==> src/design/clce_pkg.sv <==
// Shared types and codes for the circular list cursor engine.
`default_nettype none

package clce_pkg;

  typedef enum logic [2:0] {
    FN_INS_AFTER  = 3'd0,
    FN_INS_BEFORE = 3'd1,
    FN_DELETE     = 3'd2,
    FN_NEXT       = 3'd3,
    FN_PREV       = 3'd4,
    FN_READ       = 3'd5,
    FN_CLEAR      = 3'd6
  } func_t;

  localparam logic [1:0] ST_OK    = 2'd0;
  localparam logic [1:0] ST_EMPTY = 2'd1;
  localparam logic [1:0] ST_FULL  = 2'd2;

  localparam int unsigned DATA_BITS  = 32;
  localparam int unsigned COUNT_BITS = 7;

  typedef enum logic [1:0] {
    S_IDLE,
    S_RD1,
    S_WR0,
    S_WR1
  } seq_state_t;

  // decoded operation, held for the life of one request
  typedef struct packed {
    logic ins;
    logic after;
    logic del;
    logic mv_next;
    logic mv_prev;
    logic rd;
    logic clr;
    logic act;        // operation is carried out: list not empty, or a node to insert
    logic from_free;  // new node comes off the free chain
    logic first;      // insert into an empty list
    logic multi;      // more than one element present
  } op_t;

endpackage

`default_nettype wire

==> src/design/circular_list_cursor_engine.sv <==
// Top level of the circular list cursor engine.
// Holds one circular doubly linked list of values in a pool of POOL_NODES nodes, with a
// cursor on the current node. A request is taken in S_IDLE, where the cursor's links and
// value (or the free chain head's link) are read; S_RD1 does the second read (the cursor's
// next link, or the value of the node moved to); S_WR0 and S_WR1 write, since each link
// memory has a single write port and a request may need two link updates. The result sits
// in an output register, so a new request is taken while the previous result still waits.
// Link and value memories need no clearing after reset: nodes are handed out by a bump
// counter and only allocated nodes are ever read.
`default_nettype none

module circular_list_cursor_engine
  import clce_pkg::*;
#(
  parameter int unsigned POOL_NODES = 64,
  parameter int unsigned VALUE_BITS = 32
) (
  input  wire logic                         clk,
  input  wire logic                         rst,
  input  wire logic                         req_valid,
  output logic                              req_stall,
  input  wire logic [2:0]                   func,
  input  wire logic signed [DATA_BITS-1:0]  value,
  output logic                              rsp_valid,
  input  wire logic                         rsp_stall,
  output logic [1:0]                        status,
  output logic signed [DATA_BITS-1:0]       current_value,
  output logic [COUNT_BITS-1:0]             element_count
);

  localparam int unsigned LW = $clog2(POOL_NODES);

  logic                  nx_we, pv_we, vl_we;
  logic [LW-1:0]         nx_waddr, nx_wdata, nx_raddr, nx_rdata;
  logic [LW-1:0]         pv_waddr, pv_wdata, pv_raddr, pv_rdata;
  logic [LW-1:0]         vl_waddr, vl_raddr;
  logic [VALUE_BITS-1:0] vl_wdata, vl_rdata;
  logic                  res_valid, res_ready;
  logic [1:0]            res_status;
  logic [DATA_BITS-1:0]  res_value;
  logic [COUNT_BITS-1:0] res_count;

  clce_seq #(
    .POOL_NODES (POOL_NODES),
    .VALUE_BITS (VALUE_BITS)
  ) u_seq (
    .clk        (clk),
    .rst        (rst),
    .req_valid  (req_valid),
    .req_stall  (req_stall),
    .req_func   (func),
    .req_value  (value),
    .nx_we      (nx_we),
    .nx_waddr   (nx_waddr),
    .nx_wdata   (nx_wdata),
    .nx_raddr   (nx_raddr),
    .nx_rdata   (nx_rdata),
    .pv_we      (pv_we),
    .pv_waddr   (pv_waddr),
    .pv_wdata   (pv_wdata),
    .pv_raddr   (pv_raddr),
    .pv_rdata   (pv_rdata),
    .vl_we      (vl_we),
    .vl_waddr   (vl_waddr),
    .vl_wdata   (vl_wdata),
    .vl_raddr   (vl_raddr),
    .vl_rdata   (vl_rdata),
    .res_valid  (res_valid),
    .res_ready  (res_ready),
    .res_status (res_status),
    .res_value  (res_value),
    .res_count  (res_count)
  );

  clce_ram #(.WIDTH(LW), .DEPTH(POOL_NODES)) u_next_link (
    .clk   (clk),
    .we    (nx_we),
    .waddr (nx_waddr),
    .wdata (nx_wdata),
    .raddr (nx_raddr),
    .rdata (nx_rdata)
  );

  clce_ram #(.WIDTH(LW), .DEPTH(POOL_NODES)) u_prev_link (
    .clk   (clk),
    .we    (pv_we),
    .waddr (pv_waddr),
    .wdata (pv_wdata),
    .raddr (pv_raddr),
    .rdata (pv_rdata)
  );

  clce_ram #(.WIDTH(VALUE_BITS), .DEPTH(POOL_NODES)) u_node_value (
    .clk   (clk),
    .we    (vl_we),
    .waddr (vl_waddr),
    .wdata (vl_wdata),
    .raddr (vl_raddr),
    .rdata (vl_rdata)
  );

  // output register
  assign res_ready = !rsp_valid || !rsp_stall;

  always_ff @(posedge clk) begin
    if (rst) begin
      rsp_valid <= 1'b0;
    end else if (res_valid && res_ready) begin
      rsp_valid <= 1'b1;
    end else if (!rsp_stall) begin
      rsp_valid <= 1'b0;
    end
  end

  always_ff @(posedge clk) begin
    if (res_valid && res_ready) begin
      status        <= res_status;
      current_value <= res_value;
      element_count <= res_count;
    end
  end

endmodule

`default_nettype wire

==> src/design/clce_ram.sv <==
// Generic single-write, single-read RAM with registered read data.
`default_nettype none

module clce_ram #(
  parameter int unsigned WIDTH = 32,
  parameter int unsigned DEPTH = 64
) (
  input  wire logic                     clk,
  input  wire logic                     we,
  input  wire logic [$clog2(DEPTH)-1:0] waddr,
  input  wire logic [WIDTH-1:0]         wdata,
  input  wire logic [$clog2(DEPTH)-1:0] raddr,
  output logic      [WIDTH-1:0]         rdata
);

  logic [WIDTH-1:0] mem [DEPTH];

  always_ff @(posedge clk) begin
    if (we) begin
      mem[waddr] <= wdata;
    end
    rdata <= mem[raddr];
  end

endmodule

`default_nettype wire

==> src/design/clce_seq.sv <==
// Request sequencer: list registers, memory accesses and link updates.
`default_nettype none

module clce_seq
  import clce_pkg::*;
#(
  parameter int unsigned POOL_NODES = 64,
  parameter int unsigned VALUE_BITS = 32,
  parameter int unsigned LW         = $clog2(POOL_NODES),
  parameter int unsigned CW         = $clog2(POOL_NODES + 1)
) (
  input  wire logic                   clk,
  input  wire logic                   rst,
  input  wire logic                   req_valid,
  output logic                        req_stall,
  input  wire logic [2:0]             req_func,
  input  wire logic signed [31:0]     req_value,
  // next link memory
  output logic                        nx_we,
  output logic [LW-1:0]               nx_waddr,
  output logic [LW-1:0]               nx_wdata,
  output logic [LW-1:0]               nx_raddr,
  input  wire logic [LW-1:0]          nx_rdata,
  // prev link memory
  output logic                        pv_we,
  output logic [LW-1:0]               pv_waddr,
  output logic [LW-1:0]               pv_wdata,
  output logic [LW-1:0]               pv_raddr,
  input  wire logic [LW-1:0]          pv_rdata,
  // value memory
  output logic                        vl_we,
  output logic [LW-1:0]               vl_waddr,
  output logic [VALUE_BITS-1:0]       vl_wdata,
  output logic [LW-1:0]               vl_raddr,
  input  wire logic [VALUE_BITS-1:0]  vl_rdata,
  // result
  output logic                        res_valid,
  input  wire logic                   res_ready,
  output logic [1:0]                  res_status,
  output logic [DATA_BITS-1:0]        res_value,
  output logic [COUNT_BITS-1:0]       res_count
);

  seq_state_t state, state_next;

  logic [LW-1:0]         cursor;
  logic [CW-1:0]         live_count;
  logic [LW-1:0]         free_head;
  logic [CW-1:0]         used;

  op_t                   op, op_d;
  logic [1:0]            status_d;
  logic [LW-1:0]         node, node_d;
  logic [VALUE_BITS-1:0] value_q;
  logic [LW-1:0]         next_q0;
  logic [LW-1:0]         prev_q;
  logic [VALUE_BITS-1:0] val_q0;
  logic [CW-1:0]         count_after;
  logic [63:0]           value_wide;
  logic                  accept;
  logic                  advance;
  logic                  list_empty;
  logic                  can_bump;

  function automatic logic [DATA_BITS-1:0] val_out(input logic [VALUE_BITS-1:0] v);
    logic [63:0] w;
    w = 64'($signed(v));
    return w[DATA_BITS-1:0];
  endfunction

  assign req_stall  = rst || (state != S_IDLE);
  assign accept     = req_valid && !req_stall;
  assign res_valid  = (state == S_WR1);
  assign advance    = (state == S_WR1) && res_ready;
  assign value_wide = 64'(req_value);
  assign list_empty = (live_count == '0);
  assign can_bump   = (used < CW'(POOL_NODES));

  // request decode
  always_comb begin
    op_d           = '0;
    status_d       = ST_OK;
    op_d.from_free = (used > live_count);
    op_d.first     = list_empty;
    op_d.multi     = (live_count > CW'(1));
    node_d         = op_d.from_free ? free_head : used[LW-1:0];
    unique case (func_t'(req_func))
      FN_INS_AFTER, FN_INS_BEFORE: begin
        op_d.ins   = 1'b1;
        op_d.after = (func_t'(req_func) == FN_INS_AFTER);
        op_d.act   = op_d.from_free || can_bump;
        status_d   = op_d.act ? ST_OK : ST_FULL;
      end
      FN_DELETE, FN_NEXT, FN_PREV, FN_READ: begin
        op_d.del     = (func_t'(req_func) == FN_DELETE);
        op_d.mv_next = (func_t'(req_func) == FN_NEXT);
        op_d.mv_prev = (func_t'(req_func) == FN_PREV);
        op_d.rd      = (func_t'(req_func) == FN_READ);
        op_d.act     = !list_empty;
        status_d     = list_empty ? ST_EMPTY : ST_OK;
      end
      FN_CLEAR: begin
        op_d.clr = 1'b1;
        op_d.act = !list_empty;
      end
      default: begin
      end
    endcase
  end

  // state machine
  always_ff @(posedge clk) begin
    if (rst) begin
      state <= S_IDLE;
    end else begin
      state <= state_next;
    end
  end

  always_comb begin
    state_next = state;
    unique case (state)
      S_IDLE:  if (accept) state_next = S_RD1;
      S_RD1:   state_next = S_WR0;
      S_WR0:   state_next = S_WR1;
      S_WR1:   if (res_ready) state_next = S_IDLE;
      default: state_next = S_IDLE;
    endcase
  end

  // read addresses: first reads at acceptance, second read in S_RD1
  always_comb begin
    nx_raddr = (state == S_IDLE && op_d.ins) ? free_head : cursor;
    pv_raddr = cursor;
    vl_raddr = cursor;
    if (state == S_RD1) begin
      vl_raddr = op.mv_next ? nx_rdata : pv_rdata;
    end
  end

  // link and value writes, in S_WR0 and S_WR1
  always_comb begin
    nx_we    = 1'b0;
    nx_waddr = node;
    nx_wdata = node;
    pv_we    = 1'b0;
    pv_waddr = node;
    pv_wdata = node;
    vl_we    = 1'b0;
    vl_waddr = node;
    vl_wdata = value_q;
    if (op.act && state == S_WR0) begin
      if (op.ins) begin
        vl_we = 1'b1;
        nx_we = 1'b1;
        pv_we = 1'b1;
        if (op.first) begin
          nx_wdata = node;
          pv_wdata = node;
        end else if (op.after) begin
          // nx_rdata holds next_link[cursor] here
          nx_wdata = nx_rdata;
          pv_waddr = nx_rdata;
          pv_wdata = node;
        end else begin
          nx_wdata = cursor;
          pv_wdata = prev_q;
        end
      end else if (op.del && op.multi) begin
        nx_we    = 1'b1;
        nx_waddr = prev_q;
        nx_wdata = next_q0;
        pv_we    = 1'b1;
        pv_waddr = next_q0;
        pv_wdata = prev_q;
      end else if (op.clr) begin
        nx_we    = 1'b1;
        nx_waddr = prev_q;
        nx_wdata = free_head;
      end
    end else if (op.act && state == S_WR1) begin
      if (op.ins && !op.first) begin
        nx_we = 1'b1;
        pv_we = 1'b1;
        if (op.after) begin
          nx_waddr = cursor;
          nx_wdata = node;
          pv_waddr = node;
          pv_wdata = cursor;
        end else begin
          nx_waddr = prev_q;
          nx_wdata = node;
          pv_waddr = cursor;
          pv_wdata = node;
        end
      end else if (op.del) begin
        // freed node goes on top of the free chain
        nx_we    = 1'b1;
        nx_waddr = cursor;
        nx_wdata = free_head;
      end
    end
  end

  always_comb begin
    count_after = live_count;
    if (op.act) begin
      if (op.ins) begin
        count_after = live_count + CW'(1);
      end else if (op.del) begin
        count_after = live_count - CW'(1);
      end else if (op.clr) begin
        count_after = '0;
      end
    end
  end

  assign res_count = COUNT_BITS'(count_after);

  // request payload and captured read data
  always_ff @(posedge clk) begin
    if (accept) begin
      op         <= op_d;
      node       <= node_d;
      res_status <= status_d;
      value_q    <= value_wide[VALUE_BITS-1:0];
    end
    if (state == S_RD1) begin
      next_q0 <= nx_rdata;
      prev_q  <= pv_rdata;
      val_q0  <= vl_rdata;
    end
    if (state == S_WR0) begin
      if (op.act && (op.del || op.rd)) begin
        res_value <= val_out(val_q0);
      end else if (op.act && (op.mv_next || op.mv_prev)) begin
        res_value <= val_out(vl_rdata);
      end else begin
        res_value <= '0;
      end
    end
  end

  // list registers
  always_ff @(posedge clk) begin
    if (rst) begin
      cursor     <= '0;
      live_count <= '0;
      free_head  <= '0;
      used       <= '0;
    end else if (advance && op.act) begin
      live_count <= count_after;
      if (op.ins) begin
        if (op.from_free) begin
          free_head <= next_q0;
        end else begin
          used <= used + CW'(1);
        end
        if (op.first) begin
          cursor <= node;
        end
      end else if (op.del) begin
        free_head <= cursor;
        if (op.multi) begin
          cursor <= next_q0;
        end
      end else if (op.mv_next) begin
        cursor <= next_q0;
      end else if (op.mv_prev) begin
        cursor <= prev_q;
      end else if (op.clr) begin
        free_head <= cursor;
      end
    end
  end

endmodule

`default_nettype wire

==> config.mk <==
export PLATFORM = sky130hd
export DESIGN_NAME = circular_list_cursor_engine
export DESIGN_NICKNAME = d
export VERILOG_FILES = /design/src/design/clce_pkg.sv /design/src/design/circular_list_cursor_engine.sv /design/src/design/clce_ram.sv /design/src/design/clce_seq.sv
export SDC_FILE = /design/constraint.sdc
export NUM_CORES = 2
export LEC_CHECK = 0
export ABC_AREA = 1
export BUFFER_PORTS_ARGS = -buffer_cell sky130_fd_sc_hd__clkbuf_2
export CAP_MARGIN = 30
export CORE_MARGIN = 2
export CORE_UTILIZATION = 65
export CTS_BUF_LIST = sky130_fd_sc_hd__clkbuf_4
export DETAILED_ROUTE_END_ITERATION = 6
export GPL_ROUTABILITY_DRIVEN = 1
export HOLD_SLACK_MARGIN = 0.15
export PLACE_DENSITY_LB_ADDON = 0.2
export SLEW_MARGIN = 20
export SYNTH_ARGS = -nofsm -noshare
export SYNTH_HDL_FRONTEND = slang
export SYNTH_SLANG_ARGS = --single-unit
==> constraint.sdc <==
create_clock -name clk -period 11.7 [get_ports clk]
set_input_delay 0.585 -clock clk [delete_from_list [all_inputs] [get_ports clk]]
set_output_delay 0.585 -clock clk [all_outputs]
set_load 0.01 [all_outputs]
==> results list <==
- The worst-case IR drop observed on VDD is between 0.3 and 0.4 mV.
* Seq/Total Area, Yosys: 0.6960
- Placement-stage worst setup slack: ~6.2 ns
* Setup slack on the worst flop-to-flop path: a little over 6 ns
- Of the total power, registers draw 0.421.
- For this run the aggregate overflow at the end of global routing stands at 0.
- In the layout the commonest cells are edfxtp_1 (2,984), nand2_1 (2,880), nand3_1 (2,206), inv_1 (1,924), clkbuf_4 (1,128).
- Pin count of the biggest net entering global routing: 205
- The synthesized design contains a little over 3,000 register bits.
- Area Growth Syn to Fin: 10.69%
- WP data arrival: a little under 7 ns
* Die extent in y: around 450 µm
* Syn avg cell area: 10.75 µm²
- Clock Tree Buf Depth: 4
- During synthesis, Yosys emitted a total of 0 warnings.
- The share of total power dissipated in combinational logic is 0.295.
* Unrepaired setup endpoints after global routing: no
* Setup slack of the critical path after layout: 6.180 ns
- STA classifies the critical path startpoint as a flip-flop.
- Number of antenna violations at the first check in global routing: 12
- Number of antenna-violating nets in the routed design: 0
- Leading register cell type out of synthesis: edfxtp_1
- The smallest clock period supported by the final layout is computed as approximately 5.5 ns.
- The die is roughly 450 µm wide.
- Highest clock frequency the design can meet: between 150 and 200 MHz
- Post-CTS setup buffers: 0
- Net Count, Synth: approximately 12,000
- In the final timing run, aggregate negative setup slack is 0 ns.
* Outcome: finished with violations
* Gr usage total: 0.3567
* Part of the total power dissipated in the clock network: 0.283
- Final weighted congestion in routability-driven placement: around 0.90
- Counting every instance in the synthesized netlist gives approximately 12,000.
- At the later pin of the worst-skew pair, clock insertion delay measures ~1.5 ns.
- PD cells: ~210 nW/µm²
- Starting DRT DRC Count: between 10,000 and 15,000
- Of all nets on the critical path, the largest fanout is just over 200.
- Effective utilization at floorplan: 0.6547
- Core region area: 199,900 µm²
- The first global-routing pass estimated 547.7 mm of wire.
- Count of distinct cell types in the synthesized netlist: 50
- In the final design database the tool counted around 13,000 nets.
- Clock tree synthesis inserted a total of 754 buffers.
* Switching component of the power: between 10 and 15 mW
- For the worst setup path, the data required time is approximately 13 ns.
- Leading cell type in the layout, fill and taps excluded: edfxtp_1
- Hold Path Class: in -> reg
* 1st-pass router iterations: 7
- In the finished design, the share of the clock period the worst path needs comes to 0.4718.
- Ports placed on the boundary: 82
- STA classifies the critical path endpoint as a flip-flop.
- Of the total power, the share spent switching nets is 0.3695.
- Overall via count from detail_route: approximately 94,000
* Max-cap violations: 0
- FILL cells: around 14,000
- The final reports fail on design-rule violations.
- The count of pins over their slew limit came to 0.
- Internal power comes to between 15 and 20 mW.
- CTS H-tree lvls: 6
* Least-Margin Pin Slew: ~1.2 ns
- IO buf count: 81
- Worst hold slack: approximately 0.23 ns
- The synthesized design contains approximately 3,000 enable-type register cells.
- Start-to-end type of the worst setup path: reg -> reg
- Of the cells placed in the final design, the portion with a size suffix greater than 1 is 0.1211.
* Die area: between 200,000 and 250,000 µm²
* Sum of internal, switching and leakage power: about 31 mW
* Final wirelength: ~370 mm
* Tightest slew margin relative to the limit: 0.1910
* Average wire per standard cell: ~23 µm
* Number of endpoints failing setup at the final stage: 0
* Netlist Area Pre-Place: around 130,000 µm²
* Final hold viol count: 0
- TritonCTS clock tree: yes
- Final routed DRC violation total: 4
- Async set-reset flop share out of synthesis: 0
- The clock drives between 3,000 and 4,000 sinks.
- Number of global-route vias before repair: 92,366
- Once layout is complete, the utilization of the core stands at 0.7247.
- The root buffer cell chosen for the clock tree is clkbuf_4.
- Number of placement rows: around 160
* Total leakage power: roughly 60 nW
- HPWL Detailed: just over 200 mm
- Dividing the detail-routed via count by the number of cells gives between 5 and 6.
* Worst clock skew: just under 0.08 ns
- After clock tree synthesis, the clock-pin slew on the worst setup and hold paths is about 0.070 ns.
==> stage by stage <==
step,instances,cell area (µm²)
floorplan,12168,130800
global placement,14403,133700
detailed placement,14438,134400
CTS,15831,144600
global route,15855,144800
finish,15859,144800
==> what timing repair did <==
| item | CTS | global route |
|---|---|---|
| hold buffers | 77 | 0 |
| gates resized for setup | 0 | 0 |
| hold endpoints to repair | 165 | 0 |
| setup endpoints to repair | 0 | 0 |
==> routing by layer <==
layer  track usage  routed length (µm)  up-vias
met4        0.2409               26450        6
met1        0.4393              127700    44272
met5             0                  45        -
li1              -                   -    42080
met2        0.5662              172800     6230
met3       0.08226               41730     1270
==> final cells by class <==
type                    instances  area (µm²)  share of cell area
clock inverters               188       962.2            0.006643
multi-input cells            6502       30170              0.2083
inverters                    1942        7307             0.05045
flip-flops and latches       3057       91070              0.6288
clock buffers                1128        8468             0.05847
repair buffers                367        3483             0.02405
diodes                         19       47.55           0.0003283
well taps                    2656        3323             0.02295
==> flip-flops by register name, indices dropped and copies added, names as in the netlist, 11 cells and up <==
| signal | count |
|---|---|
| u_seq.val_q0 | 32 |
| u_node_value.mem | 2048 |
| u_node_value.rdata | 32 |
| u_prev_link.mem | 384 |
| u_seq.vl_wdata | 32 |
| current_value | 32 |
| u_next_link.mem | 384 |
| u_seq.res_value | 32 |
| u_seq.op | 11 |
==> cell families after synthesis <==
| kind of cell | count (synthesis) | synth area share |
|---|---|---|
| simple gates | 5804 | 0.1940 |
| flops | 3057 | 0.6960 |
| xor+xnor | 3 | 0.0002008 |
| fa+ha+maj | 15 | 0.001434 |
| buf+inv | 2609 | 0.07922 |
| compound gates | 680 | 0.02918 |
==> worst max-delay path: stages, from the launching register on <==
cell,delay [ns]
dfxtp_4,0.35
inv_4,0.59
nand2_4,0.50
nand2_8,0.74
buf_12,0.78
buf_4,0.58
buf_12,0.29
nand2_1,0.07
nand2_1,0.09
nand2_1,0.07
nand3_1,0.13
nand3_1,0.09
nand3_1,0.41
nand3_1,0.36
nand2_1,0.13
==> worst paths after layout <==
path | cells past startpoint | end | startpoint
max | 14 | u_node_value.rdata[9] | u_seq.pv_raddr[0]
min | 3 | u_seq.op[10] | func[2]
max reg2reg | 14 | u_node_value.rdata[9] | u_seq.pv_raddr[0]
min reg2reg | 0 | current_value[21] | u_seq.res_value[21]
==> power by group through the flow <==
stage	clock [mW]	combinational (mW)	sequential [mW]
3_3_place_gp	0	8.67	13.3
6_report	8.81	9.18	13.1
5_1_grt	9.42	9.76	13.1
3_5_place_dp	0	8.87	13.3
2_1_floorplan	0	5.71	13.2
4_1_cts	8.87	8.92	13.1
==> Yosys cell counts, drive strengths merged, types with 4 or more instances <==
cell type / number / area, µm²
a21oi: 115 / 575.6
a31oi: 7 / 43.79
buf: 439 / 2220
clkbuf: 228 / 855.8
clkinv: 4 / 15.01
dfxtp: 73 / 1461
edfxtp: 2984 / 89610
ha: 15 / 187.7
inv: 1938 / 7274
nand2: 2893 / 10890
nand3: 2211 / 11080
nand3b: 160 / 1201
nand4: 16 / 100.1
nor2: 471 / 1795
nor3: 15 / 75.07
o2111ai: 6 / 52.55
o211ai: 49 / 367.9
o21ai: 353 / 1797
o22ai: 135 / 844.6
or2: 32 / 200.2
Note: power is estimated with default switching activity, not from simulation.
